File: src/rtl/mask_iou_mutual_best_match_top_assert.svh
// Assertion macros for the RTL; included by mibm_merge.sv.
`ifndef MASK_IOU_MUTUAL_BEST_MATCH_TOP_ASSERT_SVH
`define MASK_IOU_MUTUAL_BEST_MATCH_TOP_ASSERT_SVH
`ifndef SYNTHESIS
`define MIBM_ASSERT(lbl, prop, msg) \
    lbl: assert property (@(posedge i_clk) disable iff (!i_rst_n) prop) else $error(msg);
`define MIBM_ASSERT_ALWAYS(lbl, prop, msg) \
    lbl: assert property (@(posedge i_clk) prop) else $error(msg);
`else
`define MIBM_ASSERT(lbl, prop, msg)
`define MIBM_ASSERT_ALWAYS(lbl, prop, msg)
`endif
`endif

File: src/rtl/mibm_pkg.sv
package mibm_pkg;

    localparam int MAX_DET    = 8;
    localparam int MAX_INST   = 8;
    localparam int CNT_W      = 20;
    localparam int ID_W       = 16;
    localparam int LANE_BITS  = 8;
    localparam int DET_IDX_W  = $clog2(MAX_DET);
    localparam int INST_IDX_W = $clog2(MAX_INST);
    localparam int UN_W       = CNT_W + 1;
    localparam int PROD_W     = CNT_W + UN_W;
    localparam int THR_W      = 16;
    localparam int THP_W      = THR_W + UN_W;
    localparam int NUM_W      = 4;

    localparam logic [1:0] REG_THR  = 2'd0;
    localparam logic [1:0] REG_DETS = 2'd1;
    localparam logic [1:0] REG_INST = 2'd2;

    typedef enum logic [3:0] {
        S_IDLE,
        S_ROW_INIT,
        S_ROW_MUL,
        S_ROW_CMP,
        S_COL_INIT,
        S_COL_MUL,
        S_COL_CMP,
        S_TH_MUL,
        S_TH_CMP,
        S_OUT_WAIT,
        S_CLEAR
    } t_state;

    typedef struct packed {
        logic                  clear;
        logic                  load_best;
        logic                  mul;
        logic                  upd;
        logic [INST_IDX_W-1:0] col;
    } t_lane_ctl;

    // zero union stands for IoU 0, i.e. 0/1
    function automatic logic [UN_W-1:0] fix_den(input logic [UN_W-1:0] u);
        return (u == '0) ? UN_W'(1) : u;
    endfunction

    function automatic logic [CNT_W-1:0] fix_num(input logic [CNT_W-1:0] ov,
                                                 input logic [UN_W-1:0] u);
        return (u == '0) ? '0 : ov;
    endfunction

    function automatic logic [CNT_W-1:0] sat_inc(input logic [CNT_W-1:0] c);
        return (c == '1) ? c : c + CNT_W'(1);
    endfunction

endpackage

File: src/rtl/mibm_lane.sv
module mibm_lane
    import mibm_pkg::*;
(
    input  logic                  i_clk,
    input  logic                  i_rst_n,
    input  t_lane_ctl             i_ctl,
    input  logic                  i_pix_en,
    input  logic [LANE_BITS-1:0]  i_inst_bits,
    input  logic [CNT_W-1:0]      i_inst_area,
    output logic [CNT_W-1:0]      o_ov,
    output logic [UN_W-1:0]       o_un,
    output logic [INST_IDX_W-1:0] o_best_col
);

    logic [CNT_W-1:0]      r_ov [MAX_INST];
    logic [CNT_W-1:0]      r_area;
    logic [CNT_W-1:0]      r_best_ov;
    logic [UN_W-1:0]       r_best_un;
    logic [INST_IDX_W-1:0] r_best_col;
    logic [PROD_W-1:0]     r_pa;
    logic [PROD_W-1:0]     r_pb;
    logic [CNT_W-1:0]      sel_ov;
    logic [UN_W-1:0]       sel_un;

    assign sel_ov = r_ov[i_ctl.col];
    assign sel_un = UN_W'(r_area) + UN_W'(i_inst_area) - UN_W'(sel_ov);

    always_ff @(posedge i_clk) begin
        if (!i_rst_n) begin
            r_area <= '0;
            for (int m = 0; m < MAX_INST; m++) r_ov[m] <= '0;
        end else if (i_ctl.clear) begin
            r_area <= '0;
            for (int m = 0; m < MAX_INST; m++) r_ov[m] <= '0;
        end else if (i_pix_en) begin
            r_area <= sat_inc(r_area);
            for (int m = 0; m < MAX_INST; m++) begin
                if (i_inst_bits[m]) r_ov[m] <= sat_inc(r_ov[m]);
            end
        end
    end

    // row search: a strict win moves the best column, so ties keep the lower one
    always_ff @(posedge i_clk) begin
        if (i_ctl.load_best) begin
            r_best_ov  <= sel_ov;
            r_best_un  <= sel_un;
            r_best_col <= i_ctl.col;
        end else if (i_ctl.upd && (r_pa > r_pb)) begin
            r_best_ov  <= sel_ov;
            r_best_un  <= sel_un;
            r_best_col <= i_ctl.col;
        end
        if (i_ctl.mul) begin
            r_pa <= PROD_W'(fix_num(sel_ov, sel_un)) * PROD_W'(fix_den(r_best_un));
            r_pb <= PROD_W'(fix_num(r_best_ov, r_best_un)) * PROD_W'(fix_den(sel_un));
        end
    end

    assign o_ov       = sel_ov;
    assign o_un       = sel_un;
    assign o_best_col = r_best_col;

endmodule

File: config.mk
export PLATFORM = sky130hd
export DESIGN_NAME = mibm_lane
export DESIGN_NICKNAME = d
export VERILOG_FILES = /design/src/rtl/mask_iou_mutual_best_match_top_assert.svh /design/src/rtl/mibm_pkg.sv /design/src/rtl/mibm_lane.sv
export SDC_FILE = /design/constraint.sdc
export NUM_CORES = 2
export LEC_CHECK = 0
export BUFFER_PORTS_ARGS = -buffer_cell sky130_fd_sc_hd__buf_4
export CORE_UTILIZATION = 45
export CTS_CLUSTER_DIAMETER = 120
export DETAILED_ROUTE_END_ITERATION = 10
export SYNTH_ARGS = -nofsm -noshare
export SYNTH_HDL_FRONTEND = slang
export SYNTH_SLANG_ARGS = --single-unit
File: constraint.sdc
create_clock -name i_clk -period 14.7 [get_ports i_clk]
set_input_delay 2.205 -clock i_clk [delete_from_list [all_inputs] [get_ports i_clk]]
set_output_delay 2.205 -clock i_clk [all_outputs]
set_load 0.05 [all_outputs]
# Word level (Yosys, flattened, before mapping)
# Memories as Yosys holds them, arrays and structs flattened.
# Cells that the tools add are included.
# W data, S select, Z words.
op_classes:
  muxes: 78
  add_sub_neg: 11
  n_reduce_logical: 6
  eq_ne: 9
  magnitude_cmp: 1
  bitwise: 18
  multipliers: 2
op_table:
  columns: ["cell", "count"]
  rows:
  - ["$mux W20", 28]
  - ["$add A20 B1 Y20 const B", 9]
  - ["$eq A20 B20 Y1 const B", 9]
  - ["$mux W21", 4]
  - ["$mul A20 B21 Y41", 2]
  - ["$mux W1", 44]
  - ["$logic_not A21 Y1", 2]
  - ["$gt A41 B41 Y1", 1]
  - ["$add A20 B20 Y21", 1]
  - ["$sub A21 B20 Y21", 1]
  - ["$or A1 B1 Y1", 16]
  - ["$mux W3", 2]
  - ["$not A1 Y1", 2]
  - ["$reduce_and A2 Y1", 1]
  - ["$reduce_bool A2 Y1", 1]
  - ["$reduce_or A2 Y1", 1]
  - ["$logic_and A1 B1 Y1", 1]
word_totals:
  n_memories: 1
  inputBits: 38
  word_cells: 132
  output_inout_bits: 44
  mem_bits_rw: 160
  ff_bits: 146
memory_table:
  columns: ["memory", "depth", "word_bits", "read_ports", "rd_clocked_by_memory_dff", "wr", "line", "rtl"]
  rows:
  - ["r_ov", 8, 20, 9, 0, 8, "mibm_lane.sv:15", "logic [CNT_W-1:0] r_ov [MAX_INST];"]

# Longest topological paths before layout
depth:
  ltp_word: 6
  mapped_depth: 46
  depth_no_buf: 41

# Worst setup path before layout
# OpenSTA, ideal clock, no wires.
synth_path:
  path_type: "input-to-reg"
  from: "in i_ctl[1] (netlist bit)"
  to: "reg r_pa[39], data pin"
  cell_stages: 43
  setup_ns: 0.255
  slack_ns: 0.778
  t_arrival_ns: 13.667
  t_required_ns: 14.445
  n_path_buf: 4
  path_cell_list: "buf_1 clkbuf_1 mux4_2 mux2i_1 inv_1 ha_1 inv_1 ha_1 fa_1 xnor2_1 clkinv_1 or3_1 nor3_1 nand4_1 or4_4 nor4_4 buf_4 a41oi_1 (+7 left out) fa_1 inv_1 fa_1 inv_1 fa_1 inv_1 fa_1 inv_1 ha_1 and4_1 and4_1 nand3_1 o221ai_1 nand3_1 a21oi_1 nor3_1 or3_1 and3_1"
synth_between:
  elab_chain_len: 5
synth_rtl:
  columns: ["element", "line", "rtl"]
  rows:
  - ["from (decl)", "mibm_lane.sv:6", "input t_lane_ctl i_ctl,"]
  - ["$mem_v2 Z8 W20", null, null]
  - ["net o_ov[0]", "mibm_lane.sv:10", "output logic [CNT_W-1:0] o_ov,"]
  - ["$sub A21 B20 Y21", "mibm_lane.sv:26", "assign sel_un = UN_W'(r_area) + UN_W'(i_inst_area) - UN_W'(sel_ov);"]
  - ["net o_un[2]", "mibm_lane.sv:11", "output logic [UN_W-1:0] o_un,"]
  - ["$logic_not A21 Y1", "mibm_pkg.sv:49", "return (u == '0) ? '0 : ov;"]
  - ["$mux W20", "mibm_pkg.sv:49", null]
  - ["$mul A20 B21 Y41", "mibm_lane.sv:55", "r_pa <= PROD_W'(fix_num(sel_ov, sel_un)) * PROD_W'(fix_den(r_best_un));"]
  - ["to (signal assigned)", "mibm_lane.sv:55", null]
  - ["to (decl)", "mibm_lane.sv:20", "logic [PROD_W-1:0] r_pa;"]
# The timed path passes the listed nets, and every way through them passes these cells.
# A chain may end at the register's enable or synchronous reset.

# Final worst setup path
layout_path:
  from: "in i_ctl[1] (netlist bit)"
  to: "reg r_pa[37], data pin"
layout_between:
  elab_chain_len: 5
layout_rtl:
  columns: ["element", "line"]
  rows:
  - ["$mem_v2 Z8 W20 *", null]
  - ["$sub A21 B20 Y21", "mibm_lane.sv:26"]
  - ["$logic_not A21 Y1", "mibm_pkg.sv:49"]
  - ["$mux W20 *", "mibm_pkg.sv:49"]
  - ["$mul A20 B21 Y41 *", "mibm_lane.sv:55"]
# Mark *: on every way between the ends. The rest lies on a longest branch, timed or not.

==> results.sh <==
export IMPL_worst_path_most_repeated_cell="fa_1"
export IMPL_grt_pass1_wl_um=197900
export IMPL_worstPathRequired_ns=15.08
export IMPL_synthCells=4785
export IMPL_ys_types=68
export IMPL_postSynth_topFlopCell="edfxtp_1"
export IMPL_hpwl_reported_at_the_end_of_detailed_placement_um=100800
export IMPL_totalWireLength_um=127100
export IMPL_yosys_warnings=0
export IMPL_synth_largest_type_area_fraction_pct=31.19
export IMPL_worstSkewPairLatency_ns=0.61
export IMPL_detail_route_vias_per_cell=5.429
export IMPL_layout_worst_path_cycle_share_pct=93.83
export IMPL_number_of_synthesized_flops_with_an_enable_pin=266
export IMPL_final_hold_worst_slack_ns=0.4926
export IMPL_layout_drive_gt1_share_pct=6.419
export IMPL_timing_final_setup_violations=0
export IMPL_result_of_the_run="complete, no violations"
export IMPL_post_place_ws_ns=0.2731
export IMPL_post_synth_instance_area_um2=44670
export IMPL_crit_path_top_delay_cell="mux2i_1"
export IMPL_growth_of_design_area_from_synthesis_to_finish_pct=7.991
export IMPL_num_antenna_cells=0
export IMPL_cts_setup_buffers=0
export IMPL_hold_violations=0
export IMPL_postCtsHoldBufs=0
export IMPL_dieArea_um2=100500
export IMPL_timing_hold_worst_class="register to register"
export IMPL_postSynthNetCount=5892
export IMPL_wire_per_inst_um=20.83
export IMPL_worstMarginPinSlew_ns=1.077
export IMPL_timing_final_ws_setup_ns=0.9076
export IMPL_worst_setup_hold_path_clk_slew_ns=0.06
export IMPL_grt_antenna_before_repair=3
export IMPL_clock_skew_ns=0.04800
export IMPL_floorplan_initialDensity_pct=45.39
export IMPL_maxClockFrequency_mhz=72.50
export IMPL_synthTopCellsByArea="fa_1 (31%), edfxtp_1 (18%), ha_1 (10%), inv_1 (7.7%), nand2_1 (4.6%)"
export IMPL_drt_pass1_iterations=6
export IMPL_endpoint_kind="register"
export IMPL_finish_utilization_pct=49.02
export IMPL_cts_made_buffers=39
export IMPL_ant_nets=0
export IMPL_synth_seq_cells=306
export IMPL_num_vias=33120
export IMPL_synth_largest_area_cell="fa_1"
export IMPL_postSynth_asyncResetShare_pct=0
export IMPL_floorplan_rows=115
export IMPL_critical_path_class="input pin to register"
export IMPL_cpPeakStageDelay_ns=0.58
export IMPL_core_area_um2=98420
export IMPL_synth_seq_area_share_pct=19.67
export IMPL_drv_cap=0
export IMPL_first_global_vias=33430
export IMPL_finalSetupTns_ns=0
export IMPL_dieWidth_um=317.1
export IMPL_maximum_fanout_encountered_on_the_critical_timing_path=21
export IMPL_clockRootBuffer="clkbuf_16"
export IMPL_postCtsResizedCells=0
export IMPL_h_tree_depth=2
export IMPL_drtIter0Drc=2696
export IMPL_worst_endpoint_arrival_ns=14.17
export IMPL_track_usage_pct=25.95
export IMPL_clock_path_buffers=3
export IMPL_ios=82
export IMPL_grt_setup_unrepaired="no"
export IMPL_finish_net_count=5893
export IMPL_overflow=0
export IMPL_synth_area_per_cell_um2=9.336
export IMPL_normalized_max_slew_margin_pct=28.23
export IMPL_gp_congestion=0.9368
export IMPL_buffer_ports_inserted=81
export IMPL_dieHeight_um=317.1
export IMPL_slew_violations=0
export IMPL_drc=0
export IMPL_cts_sinks=306
export IMPL_post_route_min_period_ns=13.79
export IMPL_pin_count_of_the_biggest_net_entering_global_routing=83
export IMPL_cts_tree="yes"
export IMPL_critPathLaunchType="input pin"
[flip-flops by register name (all words and copies together) (netlist names)]
signal / flops
r_ov: 160
r_area: 20
r_best_ov: 20
o_best_col: 3
r_pa: 41
r_best_un: 21
r_pb: 41
[critical path: cells and delay by family]
kind                     cells  cell delay, ns
adder cells (fa/ha/maj)     10            4.69
buffers and inverters       11            1.43
AO/OA/AOI/OAI                7            1.98
multiplexers                 2            1.15
AND/OR/NAND/NOR             11            2.70
[cell families after synthesis]
kind of cell / share of synthesized area, %
adder cells (fa/ha/maj): 41.64
multiplexers: 2.580
XOR/XNOR: 4.296
AO/OA/AOI/OAI: 5.784
AND/OR/NAND/NOR: 16.46
buffers and inverters: 9.568
flip-flops: 19.67
[worst paths after layout]
kind                                  from          to  slack, ns  cells after the start
worst max register to register  r_ov[3][0]    r_pa[37]       2.42                     42
worst min register to register  r_area[17]  r_area[17]       0.49                      2
worst min-delay path            r_area[17]  r_area[17]       0.49                      2
worst max-delay path              i_ctl[1]    r_pa[37]       0.91                     41
[cells in the mapped netlist, types with 64 or more instances]
cell type,n
xnor2_1,90
nor2_1,447
clkbuf_1,194
xor2_1,126
ha_1,373
inv_1,912
o21ai_0,81
a21o_1,65
edfxtp_1,266
nand2_1,548
a21oi_1,118
nand3_1,108
fa_1,696
and2_1,239
and3_1,64
[routing by layer]
layer / vias up / part of all wire (%) / global-route usage (%)
met5: - / 0 / 0
met4: 0 / 3.0 / 7.736
met3: 185 / 8.6 / 5.035
met2: 1259 / 44 / 39.79
met1: 16610 / 44 / 37.24
li1: 15080 / - / -
[area by class of cell]
type	count	area, um^2
repair buffers	172	1304
fillers	9355	50180
flip-flops and latches	306	8788
inverters	922	3461
well taps	1287	1610
clock inverters	22	232.7
multi-input cells	3345	31810
clock buffers	47	1037
[through the flow]
stage / std cells / area (um^2)
floorplan: 4785 / 44670
global placement: 6032 / 46970
detailed placement: 6032 / 46970
CTS: 6101 / 48240
global route: 6101 / 48240
finish: 6101 / 48240
[layout by cell type, fill, tap and decap left out, types with 24 or more instances in the layout]
| master | n |
|---|---|
| mux2i_1 | 24 |
| o21ai_0 | 79 |
| and3_1 | 64 |
| nor3_1 | 35 |
| mux4_2 | 40 |
| a21oi_1 | 118 |
| or3_1 | 27 |
| fa_1 | 696 |
| nand4_1 | 39 |
| xnor2_1 | 89 |
| nand2_1 | 548 |
| edfxtp_1 | 266 |
| nor2_1 | 447 |
| inv_1 | 912 |
| nand3_1 | 108 |
| dfxtp_1 | 40 |
| xor2_1 | 124 |
| clkbuf_16 | 40 |
| a21o_1 | 65 |
| buf_4 | 171 |
| ha_1 | 373 |
| and2_1 | 239 |
Power is left out: the tool's default activity adds up to more than one toggle a clock period on the data nets, which glitch-free logic cannot reach.
