### config.mk
export PLATFORM = sky130hd
export DESIGN_NAME = mibm_merge
export DESIGN_NICKNAME = d
export VERILOG_FILES = /design/src/rtl/mibm_pkg.sv /design/src/rtl/mibm_merge.sv
export VERILOG_INCLUDE_DIRS = /design/src /design/src/rtl
export SDC_FILE = /design/constraint.sdc
export NUM_CORES = 2
export LEC_CHECK = 0
export BUFFER_PORTS_ARGS = -buffer_cell sky130_fd_sc_hd__buf_2
export CORE_ASPECT_RATIO = 0.9
export CORE_MARGIN = 1
export CORE_UTILIZATION = 40
export DETAILED_ROUTE_END_ITERATION = 6
export PLACE_DENSITY = 0.59
export SYNTH_ARGS = -nofsm -noshare
export SYNTH_HDL_FRONTEND = slang
export SYNTH_SLANG_ARGS = --single-unit
### constraint.sdc
create_clock -name i_clk -period 18.55 [get_ports i_clk]
set_input_delay 3.71 -clock i_clk [delete_from_list [all_inputs] [get_ports i_clk]]
set_output_delay 3.71 -clock i_clk [all_outputs]
set_load 0.02 [all_outputs]
### src/rtl/mask_iou_mutual_best_match_top_assert.svh
// Assertion macros for the RTL; included by mibm_merge.sv.
`ifndef MASK_IOU_MUTUAL_BEST_MATCH_TOP_ASSERT_SVH
`define MASK_IOU_MUTUAL_BEST_MATCH_TOP_ASSERT_SVH
`ifndef SYNTHESIS
`define MIBM_ASSERT(lbl, prop, msg) \
    lbl: assert property (@(posedge i_clk) disable iff (!i_rst_n) prop) else $error(msg);
`define MIBM_ASSERT_ALWAYS(lbl, prop, msg) \
    lbl: assert property (@(posedge i_clk) prop) else $error(msg);
`else
`define MIBM_ASSERT(lbl, prop, msg)
`define MIBM_ASSERT_ALWAYS(lbl, prop, msg)
`endif
`endif

### src/rtl/mibm_pkg.sv
package mibm_pkg;

    localparam int MAX_DET    = 8;
    localparam int MAX_INST   = 8;
    localparam int CNT_W      = 20;
    localparam int ID_W       = 16;
    localparam int LANE_BITS  = 8;
    localparam int DET_IDX_W  = $clog2(MAX_DET);
    localparam int INST_IDX_W = $clog2(MAX_INST);
    localparam int UN_W       = CNT_W + 1;
    localparam int PROD_W     = CNT_W + UN_W;
    localparam int THR_W      = 16;
    localparam int THP_W      = THR_W + UN_W;
    localparam int NUM_W      = 4;

    localparam logic [1:0] REG_THR  = 2'd0;
    localparam logic [1:0] REG_DETS = 2'd1;
    localparam logic [1:0] REG_INST = 2'd2;

    typedef enum logic [3:0] {
        S_IDLE,
        S_ROW_INIT,
        S_ROW_MUL,
        S_ROW_CMP,
        S_COL_INIT,
        S_COL_MUL,
        S_COL_CMP,
        S_TH_MUL,
        S_TH_CMP,
        S_OUT_WAIT,
        S_CLEAR
    } t_state;

    typedef struct packed {
        logic                  clear;
        logic                  load_best;
        logic                  mul;
        logic                  upd;
        logic [INST_IDX_W-1:0] col;
    } t_lane_ctl;

    // zero union stands for IoU 0, i.e. 0/1
    function automatic logic [UN_W-1:0] fix_den(input logic [UN_W-1:0] u);
        return (u == '0) ? UN_W'(1) : u;
    endfunction

    function automatic logic [CNT_W-1:0] fix_num(input logic [CNT_W-1:0] ov,
                                                 input logic [UN_W-1:0] u);
        return (u == '0) ? '0 : ov;
    endfunction

    function automatic logic [CNT_W-1:0] sat_inc(input logic [CNT_W-1:0] c);
        return (c == '1) ? c : c + CNT_W'(1);
    endfunction

endpackage

### src/rtl/mibm_merge.sv
`include "mask_iou_mutual_best_match_top_assert.svh"
module mibm_merge
    import mibm_pkg::*;
(
    input  logic                  i_clk,
    input  logic                  i_rst_n,
    input  logic                  i_start,
    input  logic [NUM_W-1:0]      i_kn,
    input  logic [NUM_W-1:0]      i_mn,
    input  logic [THR_W-1:0]      i_thr,
    input  logic [CNT_W-1:0]      i_ov [MAX_DET],
    input  logic [UN_W-1:0]       i_un [MAX_DET],
    input  logic [INST_IDX_W-1:0] i_best_col [MAX_DET],
    input  logic [ID_W-1:0]       i_slot_ids [MAX_INST],
    input  logic                  i_ready,
    output t_lane_ctl             o_ctl,
    output logic                  o_in_ready,
    output logic                  o_valid,
    output logic [DET_IDX_W-1:0]  o_detection_index,
    output logic                  o_matched,
    output logic [ID_W-1:0]       o_matched_id,
    output logic                  o_last_result
);

    t_state                r_state, n_state;
    logic [NUM_W-1:0]      r_j;
    logic [DET_IDX_W-1:0]  r_k;
    logic [DET_IDX_W-1:0]  r_bk;
    logic [CNT_W-1:0]      r_bk_ov;
    logic [UN_W-1:0]       r_bk_un;
    logic [PROD_W-1:0]     r_pa;
    logic [PROD_W-1:0]     r_pb;
    logic [THP_W-1:0]      r_thp;
    logic                  r_valid;
    logic [DET_IDX_W-1:0]  r_det_idx;
    logic                  r_matched;
    logic [ID_W-1:0]       r_id;
    logic                  r_last;

    logic [DET_IDX_W-1:0]  j_det;
    logic [INST_IDX_W-1:0] bm;
    logic                  is_last_k;
    logic                  hit;

    assign j_det     = r_j[DET_IDX_W-1:0];
    assign bm        = i_best_col[r_k];
    assign is_last_k = ((NUM_W'(r_k) + NUM_W'(1)) == i_kn);
    assign hit       = (i_mn != '0) && (r_bk == r_k) && (i_un[r_k] != '0) &&
                       ({1'b0, i_ov[r_k], {THR_W{1'b0}}} > r_thp);

    always_ff @(posedge i_clk) begin
        if (!i_rst_n) r_state <= S_IDLE;
        else          r_state <= n_state;
    end

    always_comb begin
        n_state         = r_state;
        o_ctl.clear     = 1'b0;
        o_ctl.load_best = 1'b0;
        o_ctl.mul       = 1'b0;
        o_ctl.upd       = 1'b0;
        o_ctl.col       = bm;
        unique case (r_state)
            S_IDLE: begin
                if (i_start) n_state = (i_kn == '0) ? S_CLEAR : S_ROW_INIT;
            end
            S_ROW_INIT: begin
                o_ctl.col       = '0;
                o_ctl.load_best = 1'b1;
                n_state         = (i_mn <= NUM_W'(1)) ? S_COL_INIT : S_ROW_MUL;
            end
            S_ROW_MUL: begin
                o_ctl.col = r_j[INST_IDX_W-1:0];
                o_ctl.mul = 1'b1;
                n_state   = S_ROW_CMP;
            end
            S_ROW_CMP: begin
                o_ctl.col = r_j[INST_IDX_W-1:0];
                o_ctl.upd = 1'b1;
                n_state   = ((r_j + NUM_W'(1)) == i_mn) ? S_COL_INIT : S_ROW_MUL;
            end
            S_COL_INIT: n_state = (i_kn <= NUM_W'(1)) ? S_TH_MUL : S_COL_MUL;
            S_COL_MUL:  n_state = S_COL_CMP;
            S_COL_CMP:  n_state = ((r_j + NUM_W'(1)) == i_kn) ? S_TH_MUL : S_COL_MUL;
            S_TH_MUL:   n_state = S_TH_CMP;
            S_TH_CMP:   n_state = S_OUT_WAIT;
            S_OUT_WAIT: begin
                if (i_ready) n_state = r_last ? S_CLEAR : S_COL_INIT;
            end
            S_CLEAR: begin
                o_ctl.clear = 1'b1;
                n_state     = S_IDLE;
            end
            default: n_state = S_IDLE;
        endcase
    end

    always_ff @(posedge i_clk) begin
        if (!i_rst_n) begin
            r_valid <= 1'b0;
            r_k     <= '0;
            r_j     <= '0;
        end else begin
            unique case (r_state)
                S_IDLE: begin
                    r_k <= '0;
                    r_j <= NUM_W'(1);
                end
                S_ROW_CMP: r_j <= r_j + NUM_W'(1);
                S_COL_INIT: r_j <= NUM_W'(1);
                S_COL_CMP: r_j <= r_j + NUM_W'(1);
                S_TH_CMP: r_valid <= 1'b1;
                S_OUT_WAIT: begin
                    if (i_ready) begin
                        r_valid <= 1'b0;
                        r_k     <= r_k + DET_IDX_W'(1);
                    end
                end
                default: ;
            endcase
        end
    end

    // column search over the detection lanes at the row's best column, then the threshold test and result capture
    always_ff @(posedge i_clk) begin
        if (r_state == S_COL_INIT) begin
            r_bk    <= '0;
            r_bk_ov <= i_ov[0];
            r_bk_un <= i_un[0];
        end else if (r_state == S_COL_CMP && (r_pa > r_pb)) begin
            r_bk    <= j_det;
            r_bk_ov <= i_ov[j_det];
            r_bk_un <= i_un[j_det];
        end
        if (r_state == S_COL_MUL) begin
            r_pa <= PROD_W'(fix_num(i_ov[j_det], i_un[j_det])) * PROD_W'(fix_den(r_bk_un));
            r_pb <= PROD_W'(fix_num(r_bk_ov, r_bk_un)) * PROD_W'(fix_den(i_un[j_det]));
        end
        if (r_state == S_TH_MUL) r_thp <= THP_W'(i_thr) * THP_W'(i_un[r_k]);
        if (r_state == S_TH_CMP) begin
            r_det_idx <= r_k;
            r_matched <= hit;
            r_id      <= hit ? i_slot_ids[bm] : '0;
            r_last    <= is_last_k;
        end
    end

    assign o_in_ready        = (r_state == S_IDLE);
    assign o_valid           = r_valid;
    assign o_detection_index = r_det_idx;
    assign o_matched         = r_matched;
    assign o_matched_id      = r_id;
    assign o_last_result     = r_last;

    `MIBM_ASSERT(a_last_clears, (r_state == S_OUT_WAIT && i_ready && r_last) |=> (r_state == S_CLEAR), "last result must lead to clear")
    `MIBM_ASSERT(a_idx_in_range, r_valid |-> (NUM_W'(r_det_idx) < i_kn), "result index beyond active detections")
    `MIBM_ASSERT(a_no_match_empty, (r_valid && r_matched) |-> (i_mn != '0), "match reported with no instances")
    `MIBM_ASSERT(a_valid_only_wait, r_valid |-> (r_state == S_OUT_WAIT), "result shown outside wait state")
    `MIBM_ASSERT_ALWAYS(a_reset_idle, !i_rst_n |=> (r_state == S_IDLE && !r_valid), "reset must idle the sequencer")

endmodule

# == After elaboration in Yosys (flattened, before gate mapping) ==
# Index checks and enable logic that the tools add are counted.
# classes
add_sub_neg,3
mul,3
div_mod_pow,0
magnitude_cmp,7
n_eq_ne,16
n_shift,0
muxes,45
n_bitwise,3
reduce_logical,20
# op_table
operator,count
21-bit two-way mux,8
20-bit two-way mux,8
21-bit binary-select mux with 3-bit select,2
20-bit binary-select mux with 3-bit select,2
20-bit by 21-bit multiplier with 41-bit output,2
16-bit binary-select mux with 3-bit select,1
21-bit logical NOT,2
41-bit greater-than comparator,1
4-bit case mux with 10 select lines,1
36-bit by 37-bit greater-than comparator with 1-bit output,1
16-bit by 21-bit multiplier with 37-bit output,1
16-bit two-way mux,2
21-bit nonzero test,1
"4-bit by 3-bit equality test with 1-bit output, second input constant",4
4-bit two-way mux,4
3-bit two-way mux,5
4-bit equality test,3
"4-bit equality test, second input constant",3
"4-bit >= comparator, second input constant",3
3-bit inverter with 4-bit output,3
3-bit case mux with 2 select lines,2
3-bit binary-select mux with 3-bit select,1
"4-bit by 2-bit equality test with 1-bit output, second input constant",2
"4-bit by 1-bit <= comparator with 1-bit output, second input constant",2
16 further kinds,33
# totals
register_bits,196
latch_bits,0
ram_bits,0
rom_bits,0
input_bits,508
out_inout_bits,30
word_cells,111
mem_count,0

# == Longest topological paths before layout ==
# depth
ltp_word,8
mapped_depth,36
ltp_nobuf,32

# == Worst setup path before layout ==
# No wires, ideal clock.
# synth_path
path_type,input to register
start,input port i_un[99] (netlist bit)
end,"register r_pa[34], data pin"
setup_time_ps,258
arrival_time_ps,11967
path_slack_ps,6325
stages,31
path_cell_list,mux4_2 mux2i_2 nand4_1 or4_1 nor3_4 buf_6 nor2_1 clkbuf_1 and2_1 fa_1 inv_1 fa_1 fa_1 inv_1 fa_1 fa_1 fa_1 inv_1 fa_1 inv_1 ha_1 a21oi_1 o211ai_1 a21o_1 a221o_1 a41o_1 a21oi_1 o21ai_0 a41o_1 a21oi_1 xnor2_1
# synth_via
elab_chain_cells,6
# synth_lines
item,line_no,text
from (decl),mibm_merge.sv:12,"input logic [UN_W-1:0] i_un [MAX_DET],"
21-bit binary-select mux with 3-bit select,mibm_merge.sv:136,"r_pa <= PROD_W'(fix_num(i_ov[j_det], i_un[j_det])) * PROD_W'(fix_den(r_bk_un));"
21-bit two-way mux (not written as such) (2 in series),mibm_merge.sv:136,
21-bit logical NOT,mibm_pkg.sv:49,return (u == '0) ? '0 : ov;
20-bit two-way mux,mibm_pkg.sv:49,
20-bit by 21-bit multiplier with 41-bit output,mibm_merge.sv:136,
to (signal assigned),mibm_merge.sv:136,
to (decl),mibm_merge.sv:31,logic [PROD_W-1:0] r_pa;
# Every way passes these cells. The select of a mux whose other input is x is not followed.
# A chain may end at the register's enable or synchronous reset.

# == Worst setup path in the final report ==
# layout_path
start,input port i_un[159] (netlist bit)
end,"register r_pa[36], data pin"
# Same word-level chain as after synthesis.

==> impl_metrics.toml <==
[run_status]
run_status = "complete, no violations"

[sta]
final.period_utilization_pct = 70.4
maxSlewViolCount = 0
setup-violations-final = 0
tns_ns = 0
grt_setup_unrepaired = "no"
final.setup_skew_ns = 0.0245
post-route-worst-setup-slack_ns = 5.49
max_clock_freq_ghz = 0.0765
finalHoldViolCount = 0
period_needed_ns = 13.06
timing_worst_slew_pin_value_ns = 1.33
timing.slew.headroom_pct = 11.0

[route]
detail_route.iter0.violations = 3578
first_pass_iters = 5
routed-via-count = 42400
routed_wirelength_microns = 184000
routedWlPerCell_microns = 23.8
route.detailed.drc = 0
drt.antenna.violating_nets = 0
vias_per_cell = 5.47

[cts]
source_to_sink_clock_delay_at_the_later_pin_of_the_worst_skew_pair_ns = 0.51
h_tree_depth = 4
clock_tree_from_tritoncts = "yes"
postCtsSetupBuffers = 0
cts-root-buf = "sky130_fd_sc_hd__clkbuf_16"
cts-resized-gates = 0
cts.sinks = 196
clkSlewWorstSetupHoldPaths_ns = 0.08
cts.hold.buffers_added = 0
cts_buffers = 17
cts.path.max_buffers = 2

[layout]
final_core_util_pct = 44.3
layout.cells.non_filler = 7750
final_nets = 7918
area.growth.synth_to_final_pct = 9.63
share_of_post_route_cells_with_drive_strength_above_1_pct = 15.4

[yosys]
dominantRegCellSynth = "sky130_fd_sc_hd__edfxtp_1"
yosys_register_bits = 196
synth.cells.most_frequent = "sky130_fd_sc_hd__inv_1 (1,112), sky130_fd_sc_hd__fa_1 (940), sky130_fd_sc_hd__nand2_1 (693)"
area_of_the_mapped_netlist_sq_mm = 0.0532
yosysTopAreaCellShare_pct = 35.4
synth.largest_area_cell = "sky130_fd_sc_hd__fa_1"
synth_enable_flop_cells = 181
library_cell_with_the_highest_instance_count_after_synthesis = "sky130_fd_sc_hd__inv_1"
post_synth.cell_area_avg_sq_um = 9.41
fraction_of_synthesis_flops_using_an_asynchronous_set_or_reset_pin_pct = 0
netlist_instances = 5651
synth-warning-count = 0
synth.lib_cells_used.distinct = 63
ys_seq_area_share_pct = 10.8
yosys-top-cells-area = "sky130_fd_sc_hd__fa_1 (35%), sky130_fd_sc_hd__ha_1 (11%), sky130_fd_sc_hd__edfxtp_1 (10%), sky130_fd_sc_hd__inv_1 (7.8%), sky130_fd_sc_hd__mux4_2 (7.2%)"
syn-num-nets = 7573

[global_routing]
largest_net_degree_at_the_start_of_global_routing = 80
overflow = 0
grt_first_pass_wirelength_microns = 276000
grt_antenna_before_repair = 28
grt.total_usage_pct = 27.8
first_global_vias = 43500

[setup_path]
worstSetupPathType = "in2reg"
worstPathBufferInverterCount = 7
arrival_ns = 13.31
cp_slowest_stage_delay_ns = 0.58
worst_setup_path_start_kind = "input pin"
cp_max_fo = 37
cpLargestDelayFamily = "adder cells"
critPathMostFrequentCell = "sky130_fd_sc_hd__fa_1"
crit_required_ns = 18.80
cp_slowest_cell = "sky130_fd_sc_hd__or4_1"
crit_path_end_kind = "register"

[placement]
dp.final_hpwl_microns = 152000
placement.io_buffers = 537
dp_worst_setup_slack_ns = 5.01
dpl.cell_count = 7704
globalplace.congestion = 0.972

[floorplanning]
core-area_sq_mm = 0.131
die_h_microns = 348
ioPinCount = 538
floorplan.initialDensity_pct = 40.4
die_w_microns = 386
std_cell_rows = 126
floorplan.die_area_sq_mm = 0.134

[worst_hold_path]
min-delay-path-class = "reg2reg"

[run]
timing.max_cap.violations = 0
==> routing by layer <==
metal	GRT usage [%]	routed length, microns	share of wire (%)	vias up
li1	-	-	-	18500
met1	38.9	78600	43	21600
met2	42.1	81500	44	1976
met3	6.20	17300	9.4	297
met4	9.72	6970	3.8	18
met5	0	129	0.070	-
==> worst register-to-register path, delay by kind of cell (launching register included) <==
kind,cells,cell delay [ns]
muxes,2,1.07
adders and majority gates,8,3.83
xor gates and xnor gates,1,0.07
buffers and inverters,7,1.41
AOI/OAI and AO/OA,8,2.00
and+or+nand+nor,6,1.93
DFF,1,0.68
==> logic make-up (layout without fill, tap and decap cells) <==
family	after synthesis	after routing	synth area share, %
AND/OR/NAND/NOR	1706	1706	14.8
adder cells (fa/ha/maj)	1414	1414	46.5
XOR/XNOR	124	124	2.04
AO/OA/AOI/OAI	517	517	6.24
other	0	13	0
flip-flops	196	196	10.8
buffers and inverters	1412	1770	10.1
multiplexers	282	282	9.47
==> final timing paths <==
| check | start | endpoint | slack [ns] | depth (start not counted) |
|---|---|---|---|---|
| worst max-delay path | i_un[159] | r_pa[36] | 5.49 | 32 |
| worst min-delay path | o_valid | o_valid | 0.53 | 2 |
| worst max register to register | r_j[0] | r_pa[36] | 7.34 | 32 |
| worst min register to register | o_valid | o_valid | 0.53 | 2 |
==> area by class of cell <==
| type | instances | area [sq um] |
|---|---|---|
| Timing Repair Buffer | 626 | 3370 |
| Multi-Input combinational cell | 4043 | 42200 |
| Inverter | 1112 | 4170 |
| Antenna cell | 13 | 32.5 |
| Sequential cell | 196 | 5760 |
| Clock inverter | 14 | 165 |
| Tap cell | 1728 | 2160 |
| Clock buffer | 18 | 439 |
| Fill cell | 12900 | 73200 |
==> sequential cells by signal, indices dropped and copies added (netlist names) <==
name and count:
o_matched_id 16, r_k 3, o_valid 1, r_pa 41, r_bk_ov 20, r_bk_un 21, r_thp 37, o_detection_index 3
r_j 4, o_matched 1, r_bk 3, r_pb 41, r_state 4, o_last_result 1
==> layout by cell type (no fill, tap or decap), types with 10 or more instances in the layout <==
master | Yosys | layout
sky130_fd_sc_hd__a211oi_1 | 54 | 54
sky130_fd_sc_hd__clkbuf_16 | 0 | 17
sky130_fd_sc_hd__nor4_1 | 13 | 13
sky130_fd_sc_hd__o21bai_1 | 16 | 16
sky130_fd_sc_hd__nand3_1 | 42 | 42
sky130_fd_sc_hd__ha_1 | 474 | 474
sky130_fd_sc_hd__a311oi_1 | 11 | 11
sky130_fd_sc_hd__nand4_1 | 28 | 28
sky130_fd_sc_hd__inv_1 | 1112 | 1112
sky130_fd_sc_hd__a31oi_1 | 22 | 22
sky130_fd_sc_hd__edfxtp_1 | 181 | 181
sky130_fd_sc_hd__nand2_1 | 693 | 692
sky130_fd_sc_hd__and2_1 | 357 | 357
sky130_fd_sc_hd__nor2_1 | 390 | 383
sky130_fd_sc_hd__mux2i_1 | 52 | 42
sky130_fd_sc_hd__a21o_1 | 84 | 84
sky130_fd_sc_hd__nor2b_1 | 38 | 38
sky130_fd_sc_hd__diode_2 | 0 | 13
sky130_fd_sc_hd__o21a_1 | 21 | 21
sky130_fd_sc_hd__a21oi_1 | 173 | 173
sky130_fd_sc_hd__xnor2_1 | 82 | 82
sky130_fd_sc_hd__buf_2 | 26 | 537
sky130_fd_sc_hd__mux2_2 | 56 | 56
sky130_fd_sc_hd__mux2i_2 | 4 | 10
sky130_fd_sc_hd__o21ai_0 | 72 | 72
sky130_fd_sc_hd__buf_4 | 1 | 87
sky130_fd_sc_hd__mux4_2 | 170 | 170
sky130_fd_sc_hd__xor2_1 | 42 | 42
sky130_fd_sc_hd__nand2b_1 | 61 | 61
sky130_fd_sc_hd__fa_1 | 940 | 940
sky130_fd_sc_hd__nor3_1 | 44 | 43
==> metrics by stage <==
step           area, sq um  hold slack (ns)
4_1_cts              58300            0.536
3_5_place_dp         57600            0.511
5_1_grt              58300            0.576
6_report             58300            0.534
2_1_floorplan        53200            0.432
3_3_place_gp         57600            0.500
Power is not shown: default switching activity piles up to over one toggle a cycle in this logic, so the estimate is an artifact.
